--- config.mk ---
export PLATFORM = sky130hd
export DESIGN_NAME = hdt_ram
export DESIGN_NICKNAME = d
export VERILOG_FILES = /design/src/rtl/hdt_ram.sv
export SDC_FILE = /design/constraint.sdc
export NUM_CORES = 1
export LEC_CHECK = 0
export BUFFER_PORTS_ARGS = -buffer_cell sky130_fd_sc_hd__buf_2
export CAP_MARGIN = 0
export CORE_UTILIZATION = 54
export DETAILED_ROUTE_END_ITERATION = 6
export PLACE_DENSITY = 0.84
export SLEW_MARGIN = 5
export SYNTH_ARGS = -nofsm -noshare
export SYNTH_HDL_FRONTEND = slang
export SYNTH_SLANG_ARGS = --single-unit
--- constraint.sdc ---
create_clock -name clock -period 1.6 [get_ports clock]
set_input_delay 0.24 -clock clock [delete_from_list [all_inputs] [get_ports clock]]
set_output_delay 0.24 -clock clock [all_outputs]
set_load 0.05 [all_outputs]
--- src/rtl/hdt_ram.sv ---
module hdt_ram #(
   parameter int WIDTH = 8,
   parameter int DEPTH = 16
) (
   input  logic                     clock,
   input  logic                     we,
   input  logic [$clog2(DEPTH)-1:0] waddr,
   input  logic [WIDTH-1:0]         wdata,
   input  logic [$clog2(DEPTH)-1:0] raddr,
   output logic [WIDTH-1:0]         rdata
);

   logic [WIDTH-1:0] mem_ff [DEPTH];
   logic [WIDTH-1:0] rdata_ff;

   always_ff @(posedge clock) begin
      if (we) begin
         mem_ff[waddr] <= wdata;
      end
      rdata_ff <= mem_ff[raddr];
   end

   assign rdata = rdata_ff;

endmodule

==> results by group, run 1 <==
Placement
  • # placed instances: 394
  • Cell Area, Placed: 5550 um2
  • Hpwl dp: 5.76 mm
  • Buffers on Ports: 25
  • Setup WS pre-CTS: -0.0871 ns
  • Routability congestion estimate: 0.726

Timing
  • RSZ-0062 raised after global routing: false
  • Max Clock Freq: roughly 700 MHz
  • Min Tclk post-route: between 1 and 1.5 ns
  • Max-Slew Margin vs Limit: 73.7%
  • Worst Clk Skew: 0.00696 ns
  • Finish-stage setup viols: 0
  • Final Slew Violations: 0
  • Hold Violations, Final: 0
  • Setup TNS: 0 ns
  • Worst setup margin: 0.164 ns
  • Worst-Margin Slew: between 0.3 and 0.4 ns
  • Tcrit/Tclk final: 89.8%

Final layout
  • Layout area overhead: 18.4%
  • Final instance area: just over 6000 um2
  • Fill count: 594
  • # diodes: 0
  • Layout Nets: approximately 300
  • Layout Cells excl Fill: 426
  • Layout cells sized above 1: 32.7%

Logic synthesis
  • Top-count cell post-synth: edfxtp_1
  • Commonest cells in the netlist: edfxtp_1 (128), mux4_2 (18), a22oi_1 (16)
  • Ys flop type: edfxtp_1
  • Yosys top cell area share: 74.7%
  • Syn Inst Count: between 200 and 250
  • Netlist cell types: 19
  • Synth warnings: 0
  • Cell taking the most area after synthesis: edfxtp_1
  • Synth top area cells: edfxtp_1 (75%), mux4_2 (7.9%), mux4_1 (7.1%), dfxtp_1 (3.1%), a22oi_1 (2.3%)
  • EDFF count, synth: 128
  • Avg Cell Area, Syn: 22.5 um2
  • Ys async rst share: 0%
  • Syn nets: 247
  • Sequential element share of the synthesized area: 77.8%
  • Synthesized area: 5150 um2
  • Post-synthesis register bit count: 136

Outcome
  • Status: finished clean

Clock tree
  • # clock sinks: 136
  • CTS Buffer Depth: 2
  • CTS tree: built
  • Clock slew seen by the registers of the worst setup and hold paths: 0.06 ns
  • CTS H-Tree Depth: 4
  • CTS root buffer: clkbuf_8
  • CTS Buf Count: 17
  • # resized after CTS: 0
  • Setup Buffers After CTS: 0
  • Clk_lat worst skew: 0.52 ns
  • CTS Hold Bufs: 0

Die
  • Ports: 26
  • Die area: 9930 um2
  • Initial Util: approximately 56%
  • Die H: 99.6 um
  • Core area: around 9000 um2
  • Num rows: 35
  • Die width: 99.6 um

Global route
  • Largest net degree at the start of global routing: 33
  • First-pass GRT wire length: approximately 15 mm
  • Busiest grt layer: met2
  • Grt met3 use: a little over 6%
  • Initial antenna violation count: 0
  • Met2 Use GR: 33.3%
  • Gr usage total: 22.0%
  • Gr ovfl total: 0
  • Vias in the first global route: about 2600
  • Met1 Use GR: 29.8%

Power and ir drop
  • Power share of the sequential group: around 50%
  • Net Sw Frac: between 20% and 30%
  • Peak supply drop: 0.000760 V
  • Power per cell area: 1310 nW/um2
  • Leak: around 2.1 nW
  • Pint: 0.00621 W
  • Tot Pwr: 0.00799 W
  • Power share of the clock group: 44.2%
  • P_sw: 0.00178 W
  • Combinational Power Share: between 5 and 6%

Min path
  • Type of the worst min-delay path: input port to flop
  • Worst Hold Depth: 1

Critical path
  • Critical path data required time: 2.00 ns
  • Worst R2R Path Depth: 3
  • Type of the worst setup path: flop to flop
  • Crit end category: flop
  • Critical path peak fanout: 1
  • Critical Path AT: 1.83 ns
  • Startpoint types: flop

Routing
  • Drt wl/cell: 22.4 um
  • Vias per cell: 5.75
  • Routed Antenna Nets: 0
  • Initial DRC Count: 183
  • DR vias: between 2000 and 2500
  • DRC Markers: 0
  • First drt pass iteration count: 4
  • Detailed Route WL: 9.52 mm

Job
  • Max cap viols: 0
## stage by stage
stage	hold slack (ns)	util [%]
final	0.0953	65.9
after CTS	0.0700	65.9
after global routing	0.0763	65.9
after global placement	0.621	60.0
after detailed placement	0.631	60.0
after floorplan	0.339	-
## worst max-delay path: stages (launching register included)
cell	delay, ns
edfxtp_1	0.38
mux4_1	0.53
a22oi_1	0.32
nand2_1	0.08
## placed cells by master, fill, tap and decap left out, types with 2 or more instances in the layout
cell / count
clkinvlp_4: 5
a22oi_1: 16
nand2b_1: 2
nor3_1: 3
nand2_1: 9
dfxtp_1: 8
mux4_1: 14
edfxtp_1: 128
clkbuf_16: 16
clkinv_4: 3
buf_2: 25
mux4_2: 18
nand3b_1: 2
clkinv_2: 3
buf_12: 3
inv_6: 2
nor2_1: 13
buf_4: 18
## routing by layer
metal  vias up  wire length [um]
met5         -                 0
met4         0               201
met3        20               764
met2       121              4850
met1      1225              3710
li1       1084                 -
## power by group through the flow
stage | registers (W) | logic, W | clock network, W
after global routing | 0.00402 | 0.000481 | 0.00371
after floorplan | 0.00416 | 0.000202 | 0
after CTS | 0.00401 | 0.000456 | 0.00358
final | 0.00401 | 0.000448 | 0.00353
after global placement | 0.00408 | 0.000438 | 0
after detailed placement | 0.00408 | 0.000450 | 0
## path summary, 6_finish.rpt
| check | from | endpoint | slack [ns] |
|---|---|---|---|
| worst max-delay path | mem_ff[8][4] | rdata[4] | 0.16 |
| worst min-delay path | wdata[0] | mem_ff[8][0] | 0.1 |
| worst max register to register | mem_ff[8][4] | rdata[4] | 0.16 |
| worst min register to register | mem_ff[6][6] | rdata[6] | 0.68 |
## sequential cells by signal, indices dropped and copies added, names as in the netlist
| signal | cells |
|---|---|
| rdata | 8 |
| mem_ff | 128 |
## cell families after synthesis
logic type	share of synthesized area (%)
muxes	15.0
DFF	77.8
buffers and inverters	1.68
AOI/OAI and AO/OA	2.33
and+or+nand+nor	3.18
## cell type report
cell class                 count  area, um2  area share, %
clock inverter                15        130           2.14
tap                          129        161           2.65
timing repair buffer          46        320           5.26
clock buffer                  17        414           6.80
multi-input combinational     83       1060           17.4
sequential                   136       4000           65.7
(Power assumes the default switching activity.)
==> inputs of run 2 (changes only) <==
--- a/config.mk
+++ b/config.mk
@@ -8,5 +8,6 @@
 export BUFFER_PORTS_ARGS = -buffer_cell sky130_fd_sc_hd__buf_2
-export CAP_MARGIN = 0
+export CAP_MARGIN = 20
 export CORE_UTILIZATION = 54
 export DETAILED_ROUTE_END_ITERATION = 6
+export HOLD_SLACK_MARGIN = 0.1
 export PLACE_DENSITY = 0.84
==> constraint.sdc (replaced) <==
create_clock -name clock -period 1.6 [get_ports clock]
set_input_delay 0.32 -clock clock [delete_from_list [all_inputs] [get_ports clock]]
set_output_delay 0.32 -clock clock [all_outputs]
set_load 0.05 [all_outputs]
==> results by group, run 2 (synthesis gave the netlist of run 1 again) <==
Routing
  • First drt pass iteration count: 4 (unchanged)
  • DR vias: 2419 (-1.3%)
  • Drt wl/cell: 23.0 um (+2.9%)
  • Detailed Route WL: 9.80 mm (+2.9%)
  • DRC Markers: 0 (unchanged)
  • Vias per cell: 5.68 (-1.3%)
  • Routed Antenna Nets: 0 (unchanged)
  • Initial DRC Count: 188 (+2.7%)

Placement
  • Hpwl dp: 6.13 mm (+6.3%)
  • Buffers on Ports: 25 (unchanged)
  • Routability congestion estimate: 0.733 (+0.92%)
  • Cell Area, Placed: 5560 um2 (+0.23%)

Clock tree
  • Clock slew seen by the registers of the worst setup and hold paths: 0.06 ns (about the same)
  • CTS H-Tree Depth: 4 (unchanged)
  • Clk_lat worst skew: 0.51 ns (about the same)
  • CTS Hold Bufs: 0 (unchanged)
  • # resized after CTS: 0 (unchanged)
  • CTS Buffer Depth: 2 (unchanged)
  • # clock sinks: 136 (unchanged)
  • Setup Buffers After CTS: 0 (unchanged)
  • CTS root buffer: clkbuf_8
  • CTS tree: built
  • CTS Buf Count: 17 (unchanged)

Final layout
  • Final instance area: 6180 um2 (+1.5%)
  • Largest register FFs: 128 (unchanged)
  • Layout Nets: 302 (unchanged)
  • Layout area overhead: 20.1%
  • Layout cells sized above 1: 31.6% (-1.0 points)
  • # diodes: 0 (unchanged)
  • Commonest cells after routing, fill and taps aside: edfxtp_1 (128), buf_2 (25), mux4_2 (18)
  • Fill count: 579 (-2.5%)
  • Leading cell type in the layout, fill and taps excluded: edfxtp_1
  • Largest Register: mem_ff

Timing
  • Worst Clk Skew: 0.00880 ns (+0.00185 ns)
  • Max Clock Freq: 665 MHz (-4.5%)
  • Finish-stage setup viols: 0 (unchanged)
  • Setup TNS: 0 ns (unchanged)
  • Max-Slew Margin vs Limit: 46.0% (-28 points)
  • Worst-Margin Slew: 0.809 ns (+0.414 ns)
  • Hold Violations, Final: 0 (unchanged)
  • Fin Hold WS: 0.188 ns (+0.0932 ns)
  • Tcrit/Tclk final: 94.0% (+4.2 points)
  • Min Tclk post-route: 1.50 ns (+0.0670 ns)
  • Final Slew Violations: 0 (unchanged)
  • RSZ-0062 raised after global routing: false

Critical path
  • Flop2flop setup slack: 0.20 ns (+0.04 ns)
  • Worst R2R Path Depth: 3 (unchanged)
  • Critical Path AT: 1.18 ns (-0.65 ns)
  • Critical path data required time: 1.28 ns (-0.72 ns)
  • Slowest cell on crit path: dfxtp_1
  • CP max stage delay: 0.38 ns (-0.15 ns)
  • Worst path cell trace: buf_2
  • Type of the worst setup path: flop to output port
  • Cell family with most CP delay: flip-flops
  • CP Depth: 1 (-2)
  • Startpoint types: flop
  • Crit end category: output port
  • Critical path peak fanout: 1 (unchanged)
  • Worst Path Buf+Inv: 1 (+1)

Job
  • Max cap viols: 0 (unchanged)

Global route
  • Gr ovfl total: 0 (unchanged)
  • First-pass GRT wire length: 14.9 mm (+1.2%)
  • Gr usage total: 22.4% (+0.40 points)
  • Vias in the first global route: 2584 (-0.84%)
  • Initial antenna violation count: 0 (unchanged)
  • Largest net degree at the start of global routing: 33 (unchanged)

Die
  • Die width: 99.6 um (unchanged)
  • Core area: 9240 um2 (unchanged)
  • Ports: 26 (unchanged)
  • Die H: 99.6 um (unchanged)
  • Initial Util: 55.7% (unchanged)
  • Die area: 9930 um2 (unchanged)
  • Num rows: 35 (unchanged)

Min path
  • Type of the worst min-delay path: input port to flop
  • Worst Hold Depth: 1 (unchanged)

Power and ir drop
  • Leak: 2.11 nW (+1.9%)
  • Peak supply drop: 0.000941 V (+24%)
  • Power per cell area: 1380 nW/um2 (+5.1%)
  • Tot Pwr: 0.00852 W (+6.7%)

Outcome
  • Status: finished clean
==> run 2: cell count changes in the layout (fill, tap and decap cells not counted), sizes merged <==
| cell | previous run | this run |
|---|---|---|
| inv | 2 | 0 |
| bufinv | 1 | 5 |
| clkbuf | 17 | 18 |
| clkinv | 7 | 5 |
| clkinvlp | 5 | 4 |
==> run 2: power breakdown <==
part | internal, W | switching [W] | total, W | leakage (nW)
Sequential | 0.00398 | 0.0000298 | 0.00401 | 1.22
Clock | 0.00267 | 0.00138 | 0.00405 | 0.290
Combinational | 0.000171 | 0.000282 | 0.000453 | 0.601
==> run 2: path summary, 6_finish.rpt <==
check / start / to
worst max-delay path: rdata[4] / rdata[4]
worst min-delay path: wdata[2] / mem_ff[5][2]
worst max register to register: mem_ff[10][3] / rdata[3]
worst min register to register: mem_ff[6][0] / rdata[0]
==> run 2: through the flow <==
| stage | setup slack (ns) | std cells | util [%] |
|---|---|---|---|
| floorplan | 0.0139 | 229 | - |
| global placement | -0.0885 | 394 | 60.2 |
| detailed placement | -0.199 | 394 | 60.2 |
| CTS | 0.0583 | 426 | 66.9 |
| global route | 0.0603 | 426 | 66.9 |
| finish | 0.0966 | 426 | 66.9 |
==> run 2: layout make-up <==
cell class,instances,area (um2),area share [%]
clock buffers,18,418,6.76
well taps,129,161,2.61
flip-flops and latches,136,4000,64.8
repair buffers,46,333,5.38
clock inverters,14,205,3.32
multi-input cells,83,1060,17.2
==> run 2: layer usage <==
metal	wire [um]	up-vias	global-route usage (%)
li1	-	1084	-
met1	3730	1213	28.3
met2	5140	112	36.3
met3	764	10	5.41
met4	165	0	11.8
met5	0	-	0
