**src/rtl/hdt_pkg.sv**
```systemverilog
package hdt_pkg;

   localparam int NODE_DEPTH  = 1024;
   localparam int ENTRY_DEPTH = 1024;
   localparam int KEY_BITS    = 32;
   localparam int VALUE_BITS  = 32;
   localparam int HASH_BITS   = 64;

   localparam int DIGIT_BITS = 2;
   localparam int DIGIT_WAYS = 1 << DIGIT_BITS;
   localparam int DIGIT_MAX  = HASH_BITS / DIGIT_BITS;
   localparam int DIGIT_CW   = $clog2(DIGIT_MAX + 1);

   localparam int NODE_AW  = $clog2(NODE_DEPTH);
   localparam int NODE_CW  = $clog2(NODE_DEPTH + 1);
   localparam int ENTRY_AW = $clog2(ENTRY_DEPTH);
   localparam int ENTRY_CW = $clog2(ENTRY_DEPTH + 1);

   typedef enum logic [0:0] {
      OP_INSERT = 1'b0,
      OP_LOOKUP = 1'b1
   } op_type;

   typedef enum logic [2:0] {
      ST_NEW       = 3'd0,
      ST_UPDATED   = 3'd1,
      ST_FOUND     = 3'd2,
      ST_NOT_FOUND = 3'd3,
      ST_FULL      = 3'd4
   } status_type;

   typedef enum logic [2:0] {
      S_IDLE,
      S_CHECK,
      S_NODE,
      S_CHAIN,
      S_APPEND,
      S_DONE
   } state_type;

   typedef struct packed {
      logic               ok;
      logic [NODE_AW-1:0] idx;
   } node_link_type;

   typedef struct packed {
      logic                ok;
      logic [ENTRY_AW-1:0] idx;
   } entry_link_type;

   typedef struct packed {
      entry_link_type                 head;
      node_link_type [DIGIT_WAYS-1:0] child;
   } node_type;

   typedef struct packed {
      entry_link_type        next;
      logic [VALUE_BITS-1:0] value;
      logic [KEY_BITS-1:0]   key;
   } entry_type;

   typedef struct packed {
      logic               we;
      logic [NODE_AW-1:0] waddr;
      node_type           wdata;
      logic [NODE_AW-1:0] raddr;
   } node_port_type;

   typedef struct packed {
      logic                we;
      logic [ENTRY_AW-1:0] waddr;
      entry_type           wdata;
      logic [ENTRY_AW-1:0] raddr;
   } entry_port_type;

   function automatic logic [DIGIT_CW-1:0] digit_count(input logic [HASH_BITS-1:0] h);
      logic [DIGIT_CW-1:0] n;
      n = '0;
      for (int i = 0; i < DIGIT_MAX; i++) begin
         if (h[DIGIT_BITS*i +: DIGIT_BITS] != '0) begin
            n = DIGIT_CW'(i + 1);
         end
      end
      return n;
   endfunction

endpackage

```
**src/rtl/hdt_ctrl.sv**
```systemverilog
module hdt_ctrl (
   input  logic                   clock,
   input  logic                   reset,
   input  logic                   req_valid,
   output logic                   req_ready,
   input  logic [0:0]             req_kind,
   input  logic [63:0]            req_hash_value,
   input  logic [31:0]            req_lookup_key,
   input  logic [31:0]            req_store_value,
   output logic                   rsp_valid,
   input  logic                   rsp_ready,
   output logic [2:0]             rsp_status,
   output logic [31:0]            rsp_read_value,
   output hdt_pkg::node_port_type  node_port,
   input  hdt_pkg::node_type       node_rdata,
   output hdt_pkg::entry_port_type entry_port,
   input  hdt_pkg::entry_type      entry_rdata
);

   hdt_pkg::state_type                 state_ff, state_in;
   hdt_pkg::op_type                    kind_ff, kind_in;
   logic [hdt_pkg::HASH_BITS-1:0]      rem_ff, rem_in;
   logic [hdt_pkg::KEY_BITS-1:0]       key_ff, key_in;
   logic [hdt_pkg::VALUE_BITS-1:0]     val_ff, val_in;
   logic [hdt_pkg::NODE_AW-1:0]        cur_ff, cur_in;
   logic                               fresh_ff, fresh_in;
   logic                               root_clean_ff, root_clean_in;
   logic [hdt_pkg::NODE_CW-1:0]        node_count_ff, node_count_in;
   logic [hdt_pkg::ENTRY_CW-1:0]       entry_count_ff, entry_count_in;
   logic [hdt_pkg::ENTRY_AW-1:0]       eidx_ff, eidx_in;
   hdt_pkg::status_type                res_status_ff, res_status_in;
   logic [hdt_pkg::VALUE_BITS-1:0]     res_value_ff, res_value_in;
   logic                               rsp_valid_ff, rsp_valid_in;
   hdt_pkg::status_type                rsp_status_ff, rsp_status_in;
   logic [31:0]                        rsp_value_ff, rsp_value_in;

   hdt_pkg::node_type                  node_cur;
   hdt_pkg::node_type                  node_mod;
   hdt_pkg::entry_type                 entry_mod;
   logic [hdt_pkg::DIGIT_BITS-1:0]     digit;
   logic [hdt_pkg::DIGIT_CW-1:0]       ndigits;
   logic [hdt_pkg::NODE_CW:0]          node_need;
   logic                               full;

   always_ff @(posedge clock) begin
      if (reset) begin
         state_ff       <= hdt_pkg::S_IDLE;
         root_clean_ff  <= 1'b0;
         node_count_ff  <= hdt_pkg::NODE_CW'(1);
         entry_count_ff <= '0;
         rsp_valid_ff   <= 1'b0;
      end else begin
         state_ff       <= state_in;
         root_clean_ff  <= root_clean_in;
         node_count_ff  <= node_count_in;
         entry_count_ff <= entry_count_in;
         rsp_valid_ff   <= rsp_valid_in;
      end
   end

   always_ff @(posedge clock) begin
      kind_ff       <= kind_in;
      rem_ff        <= rem_in;
      key_ff        <= key_in;
      val_ff        <= val_in;
      cur_ff        <= cur_in;
      fresh_ff      <= fresh_in;
      eidx_ff       <= eidx_in;
      res_status_ff <= res_status_in;
      res_value_ff  <= res_value_in;
      rsp_status_ff <= rsp_status_in;
      rsp_value_ff  <= rsp_value_in;
   end

   // fresh nodes and the untouched root read as empty
   always_comb begin
      if (fresh_ff || (cur_ff == '0 && !root_clean_ff)) begin
         node_cur = '0;
      end else begin
         node_cur = node_rdata;
      end
   end

   assign digit     = rem_ff[hdt_pkg::DIGIT_BITS-1:0];
   assign ndigits   = hdt_pkg::digit_count(rem_ff);
   assign node_need = (hdt_pkg::NODE_CW+1)'(node_count_ff)
                      + (hdt_pkg::NODE_CW+1)'(ndigits);
   assign full      = (node_need > (hdt_pkg::NODE_CW+1)'(hdt_pkg::NODE_DEPTH))
                      || (entry_count_ff >= hdt_pkg::ENTRY_CW'(hdt_pkg::ENTRY_DEPTH));

   always_comb begin
      state_in       = state_ff;
      kind_in        = kind_ff;
      rem_in         = rem_ff;
      key_in         = key_ff;
      val_in         = val_ff;
      cur_in         = cur_ff;
      fresh_in       = fresh_ff;
      root_clean_in  = root_clean_ff;
      node_count_in  = node_count_ff;
      entry_count_in = entry_count_ff;
      eidx_in        = eidx_ff;
      res_status_in  = res_status_ff;
      res_value_in   = res_value_ff;
      rsp_valid_in   = rsp_valid_ff && !rsp_ready;
      rsp_status_in  = rsp_status_ff;
      rsp_value_in   = rsp_value_ff;
      node_mod       = node_cur;
      entry_mod      = entry_rdata;
      node_port      = '0;
      entry_port     = '0;

      case (state_ff)
         hdt_pkg::S_IDLE: begin
            if (req_valid) begin
               kind_in  = hdt_pkg::op_type'(req_kind);
               rem_in   = req_hash_value[hdt_pkg::HASH_BITS-1:0];
               key_in   = req_lookup_key[hdt_pkg::KEY_BITS-1:0];
               val_in   = req_store_value[hdt_pkg::VALUE_BITS-1:0];
               cur_in   = '0;
               fresh_in = 1'b0;
               state_in = hdt_pkg::S_CHECK;
            end
         end
         hdt_pkg::S_CHECK: begin
            if (kind_ff == hdt_pkg::OP_INSERT && full) begin
               res_status_in = hdt_pkg::ST_FULL;
               res_value_in  = '0;
               state_in      = hdt_pkg::S_DONE;
            end else begin
               state_in = hdt_pkg::S_NODE;
            end
         end
         hdt_pkg::S_NODE: begin
            if (rem_ff != '0) begin
               rem_in = rem_ff >> hdt_pkg::DIGIT_BITS;
               if (node_cur.child[digit].ok) begin
                  cur_in = node_cur.child[digit].idx;
               end else if (kind_ff == hdt_pkg::OP_LOOKUP) begin
                  res_status_in = hdt_pkg::ST_NOT_FOUND;
                  res_value_in  = '0;
                  state_in      = hdt_pkg::S_DONE;
               end else begin
                  node_mod.child[digit].ok  = 1'b1;
                  node_mod.child[digit].idx = node_count_ff[hdt_pkg::NODE_AW-1:0];
                  node_port.we    = 1'b1;
                  node_port.waddr = cur_ff;
                  node_port.wdata = node_mod;
                  if (cur_ff == '0) begin
                     root_clean_in = 1'b1;
                  end
                  cur_in        = node_count_ff[hdt_pkg::NODE_AW-1:0];
                  fresh_in      = 1'b1;
                  node_count_in = node_count_ff + hdt_pkg::NODE_CW'(1);
               end
            end else if (node_cur.head.ok) begin
               eidx_in  = node_cur.head.idx;
               state_in = hdt_pkg::S_CHAIN;
            end else if (kind_ff == hdt_pkg::OP_LOOKUP) begin
               res_status_in = hdt_pkg::ST_NOT_FOUND;
               res_value_in  = '0;
               state_in      = hdt_pkg::S_DONE;
            end else begin
               node_mod.head.ok  = 1'b1;
               node_mod.head.idx = entry_count_ff[hdt_pkg::ENTRY_AW-1:0];
               node_port.we      = 1'b1;
               node_port.waddr   = cur_ff;
               node_port.wdata   = node_mod;
               if (cur_ff == '0) begin
                  root_clean_in = 1'b1;
               end
               entry_port.we          = 1'b1;
               entry_port.waddr       = entry_count_ff[hdt_pkg::ENTRY_AW-1:0];
               entry_port.wdata.key   = key_ff;
               entry_port.wdata.value = val_ff;
               entry_port.wdata.next  = '0;
               entry_count_in = entry_count_ff + hdt_pkg::ENTRY_CW'(1);
               res_status_in  = hdt_pkg::ST_NEW;
               res_value_in   = '0;
               state_in       = hdt_pkg::S_DONE;
            end
         end
         hdt_pkg::S_CHAIN: begin
            if (entry_rdata.key == key_ff) begin
               if (kind_ff == hdt_pkg::OP_LOOKUP) begin
                  res_status_in = hdt_pkg::ST_FOUND;
                  res_value_in  = entry_rdata.value;
               end else begin
                  entry_mod.value  = val_ff;
                  entry_port.we    = 1'b1;
                  entry_port.waddr = eidx_ff;
                  entry_port.wdata = entry_mod;
                  res_status_in    = hdt_pkg::ST_UPDATED;
                  res_value_in     = '0;
               end
               state_in = hdt_pkg::S_DONE;
            end else if (!entry_rdata.next.ok) begin
               if (kind_ff == hdt_pkg::OP_LOOKUP) begin
                  res_status_in = hdt_pkg::ST_NOT_FOUND;
                  res_value_in  = '0;
                  state_in      = hdt_pkg::S_DONE;
               end else begin
                  entry_mod.next.ok  = 1'b1;
                  entry_mod.next.idx = entry_count_ff[hdt_pkg::ENTRY_AW-1:0];
                  entry_port.we      = 1'b1;
                  entry_port.waddr   = eidx_ff;
                  entry_port.wdata   = entry_mod;
                  state_in           = hdt_pkg::S_APPEND;
               end
            end else begin
               eidx_in = entry_rdata.next.idx;
            end
         end
         hdt_pkg::S_APPEND: begin
            entry_port.we          = 1'b1;
            entry_port.waddr       = entry_count_ff[hdt_pkg::ENTRY_AW-1:0];
            entry_port.wdata.key   = key_ff;
            entry_port.wdata.value = val_ff;
            entry_port.wdata.next  = '0;
            entry_count_in = entry_count_ff + hdt_pkg::ENTRY_CW'(1);
            res_status_in  = hdt_pkg::ST_NEW;
            res_value_in   = '0;
            state_in       = hdt_pkg::S_DONE;
         end
         hdt_pkg::S_DONE: begin
            if (!rsp_valid_ff || rsp_ready) begin
               rsp_valid_in  = 1'b1;
               rsp_status_in = res_status_ff;
               rsp_value_in  = 32'(res_value_ff);
               state_in      = hdt_pkg::S_IDLE;
            end
         end
         default: begin
            state_in = hdt_pkg::S_IDLE;
         end
      endcase

      node_port.raddr  = cur_in;
      entry_port.raddr = eidx_in;
   end

   assign req_ready      = (state_ff == hdt_pkg::S_IDLE);
   assign rsp_valid      = rsp_valid_ff;
   assign rsp_status     = rsp_status_ff;
   assign rsp_read_value = rsp_value_ff;

endmodule

```
**config.mk**
```make
export PLATFORM = sky130hd
export DESIGN_NAME = hdt_ctrl
export DESIGN_NICKNAME = d
export VERILOG_FILES = /design/src/rtl/hdt_pkg.sv /design/src/rtl/hdt_ctrl.sv
export SDC_FILE = /design/constraint.sdc
export NUM_CORES = 1
export LEC_CHECK = 0
export ABC_AREA = 0
export BUFFER_PORTS_ARGS = -buffer_cell sky130_fd_sc_hd__buf_4
export CORE_AREA = 4 4 183 185
export CTS_CLUSTER_DIAMETER = 100
export DETAILED_ROUTE_END_ITERATION = 10
export DIE_AREA = 0 0 187 189
export GPL_TIMING_DRIVEN = 0
export HOLD_SLACK_MARGIN = 0.12
export PLACE_DENSITY_LB_ADDON = 0.3
export RECOVER_POWER = 25
export SYNTH_ARGS = -nofsm -noshare
export SYNTH_HDL_FRONTEND = slang
export SYNTH_SLANG_ARGS = --single-unit
```
**constraint.sdc**
```tcl
create_clock -name clock -period 6.7 [get_ports clock]
set_input_delay 1.34 -clock clock [delete_from_list [all_inputs] [get_ports clock]]
set_output_delay 1.34 -clock clock [all_outputs]
set_load 0.02 [all_outputs]
```
==> impl_metrics.env <==
export IMPL_hold_end="rsp_read_value[7]"
export IMPL_synth_area_um2=12700
export IMPL_slowest_stage="nor4_1"
export IMPL_num_nets_final=1935
export IMPL_grt_use_total=0.237
export IMPL_endpoint_kind="primary output"
export IMPL_wire_per_inst_um=21.4
export IMPL_p_sw_mw=2.55
export IMPL_status="complete, but fails checks"
export IMPL_path_class="in2out"
export IMPL_grt_pass1_wl_um=66500
export IMPL_ys_seq_area_frac=0.549
export IMPL_pwr_share_clk=0.227
export IMPL_drt_wl_total_um=44700
export IMPL_grt_max_degree=66
export IMPL_crit_path_max_incr_delay_ns=0.51
export IMPL_worstMarginPinSlew_ns=4.39
export IMPL_num_io_pins=472
export IMPL_fin_util=0.552
export IMPL_required_ns=5.36
export IMPL_timing_slew_headroom=-1.93
export IMPL_p_int_mw=4.26
export IMPL_finalSetupViolCount=0
export IMPL_rr_startpoint="rem_ff[0]"
export IMPL_clk_latency_ns=0.54
export IMPL_avgSynthCellArea_um2=10.9
export IMPL_cts_htree_levels=1
export IMPL_postCtsResizedCells=0
export IMPL_numClockSinks=247
export IMPL_syn_inst=1160
export IMPL_rr_worst_depth=19
export IMPL_p_leak_nw=7.36
export IMPL_cap_violations=1
export IMPL_gp_congestion=0.885
export IMPL_vias=11482
export IMPL_n_antenna_cell=0
export IMPL_fin_crit_sh=0.894
export IMPL_synth_edf_count=200
export IMPL_syn_nets=1432
export IMPL_synth_warning_count=0
export IMPL_ctsHoldBuffers=0
export IMPL_cts_clk_slew_worst_paths_ns=0.06
export IMPL_drive_above_1_share=0.331
export IMPL_netSwitchingFraction=0.375
export IMPL_die_area_um2=35300
export IMPL_cts_tree="done"
export IMPL_r2r_setup_slack_ns=1.21
export IMPL_ctsLongestPathBuffers=3
export IMPL_row_count=66
export IMPL_startpoint_type="primary input"
export IMPL_synth_main_ff_cell="edfxtp_1"
export IMPL_areaGrowthSynthToFinish_pct=39.8
export IMPL_hold_ws_ns=0.446
export IMPL_p_per_area_nw_per_um2=385
export IMPL_yosys_register_bits=247
export IMPL_async_reset_ff_frac=0
export IMPL_die_width_um=187
export IMPL_layout_commonest_cell="buf_4"
export IMPL_r2r_end="res_value_ff[23]"
export IMPL_drc=0
export IMPL_antenna_found_initial=1
export IMPL_die_h_um=189
export IMPL_port_buffers=469
export IMPL_p_seq_frac=0.399
export IMPL_clock_root_buffer="clkbuf_16"
export IMPL_cts_buffers=28
export IMPL_worstHoldStart="res_value_ff[7]"
export IMPL_ir_drop_mv=0.220
export IMPL_hold_viol_final=0
export IMPL_hpwl_um=34400
export IMPL_grt_pass1_vias=11396
export IMPL_overflow=0
export IMPL_first_pass_iters=5
export IMPL_clock_skew_ns=0.0203
export IMPL_hp_class="reg2reg"
export IMPL_layout_common_cells="buf_4 (404), nand2_1 (229), edfxtp_1 (200)"
export IMPL_arrival_ns=4.65
export IMPL_violations="max-capacitance violations, max-slew violations"
export IMPL_ant_nets=0
export IMPL_setup_ws_ns=0.709
export IMPL_rsz0062_at_grt="false"
export IMPL_slew_viol_final=66
export IMPL_postCtsSetupBuffers=0
export IMPL_period_needed_ns=5.99
export IMPL_critical_path_cell_chain="buf_4, xnor2_1, nand4_1, nor4_1, and2_1, clkbuf_1, nor2b_1, clkbuf_1, or2_2, clkbuf_1, buf_2, a22o_1, buf_4"
export IMPL_comb_power_share=0.374
export IMPL_drt_iter0_markers=704
export IMPL_fmax_ghz=0.167
export IMPL_fill_cells=2824
export IMPL_place_ws_ns=0.636
export IMPL_core_area_um2=32000
export IMPL_worstPathMaxFanout=10
export IMPL_ys_types=65
export IMPL_holdPathStages=0
export IMPL_viasPerCell=5.49
export IMPL_start_util=0.395
export IMPL_cp_common_cell="clkbuf_1"
## cell type report
type | instances | area (um2) | area share
Sequential cell | 247 | 6950 | 0.393
Multi-Input combinational cell | 811 | 5300 | 0.300
Timing Repair Buffer | 473 | 3580 | 0.203
Clock buffer | 31 | 733 | 0.0414
Tap cell | 408 | 510 | 0.0289
Buffer | 82 | 353 | 0.0199
Clock inverter | 20 | 188 | 0.0106
Inverter | 20 | 75.1 | 0.00424
## layer usage
metal  track usage  vias up  wire length, um
met2         0.430      460            22800
met3        0.0459       74             2840
met5             0        -               14
met4        0.0651        2             1260
li1              -     5394                -
met1         0.289     5552            17800
## critical path: cells and delay by family
kind / cells / cell delay, ns
buf+inv: 6 / 1.61
simple gates: 5 / 1.24
xor+xnor: 1 / 0.24
compound gates: 1 / 0.20
## cell families after synthesis
logic type	synth area share
and+or+nand+nor	0.167
AOI/OAI and AO/OA	0.179
DFF	0.549
buffers and inverters	0.0338
xor gates and xnor gates	0.0346
muxes	0.0267
adders and majority gates	0.00949
## power by group through the flow
stage	combinational [mW]	sequential [mW]	clock [mW]
finish	2.54	2.72	1.55
global route	2.77	2.78	1.63
detailed placement	2.57	2.72	0
global placement	2.43	2.74	0
CTS	2.57	2.69	1.57
floorplan	1.55	2.67	0
## state kept, by name, indices dropped and copies added, names as in the netlist
name	cells
res_status_ff	3
rsp_valid	1
key_ff	32
val_ff	32
cur_ff	10
rsp_read_value	32
eidx_ff	10
rem_ff	64
fresh_ff	1
state_ff	3
kind_ff	1
res_value_ff	32
entry_count_ff	11
rsp_status	3
root_clean_ff	1
node_count_ff	11
## worst max path at each step
stage               startpoint                to  cells after the start  slack (ns)
2_1_floorplan        rem_ff[0]  res_status_ff[0]                     18        0.25
3_3_place_gp         rem_ff[0]  res_value_ff[14]                     18       -2.21
3_5_place_dp   entry_rdata[28]    entry_port[53]                     13        0.64
4_1_cts        entry_rdata[28]    entry_port[53]                     13        0.63
5_1_grt        entry_rdata[28]    entry_port[69]                     13        0.47
6_report       entry_rdata[24]    entry_port[53]                     13        0.71
## per-stage QoR
step / power, mW / area [um2] / instances / TNS [ns]
2_1_floorplan: 4.22 / 12700 / 1160 / 0
3_5_place_dp: 5.28 / 16800 / 2041 / 0
5_1_grt: 7.18 / 17700 / 2092 / 0
3_3_place_gp: 5.17 / 16700 / 2037 / -77.38
4_1_cts: 6.83 / 17700 / 2092 / 0
6_report: 6.81 / 17700 / 2092 / 0
## synth_stat cells, types with 10 or more instances
cell type    n  area share
nand4_1     20      0.0099
nor3_1      19      0.0075
a22o_1     163        0.11
nand3_1     14      0.0055
nand2_1    229       0.068
nor2b_1     11      0.0054
nor4_1      25       0.012
clkbuf_1    67       0.020
a21oi_1     25      0.0099
mux4_2      11       0.020
and2_1      29       0.014
xnor2_1     39       0.027
nor2_1      56       0.017
o21ai_0     32       0.013
xor2_1      11      0.0076
inv_1       19      0.0056
dfxtp_1     47       0.074
a221o_1     10      0.0079
edfxtp_1   200        0.47
No activity file was read; power rests on OpenSTA's default activity.
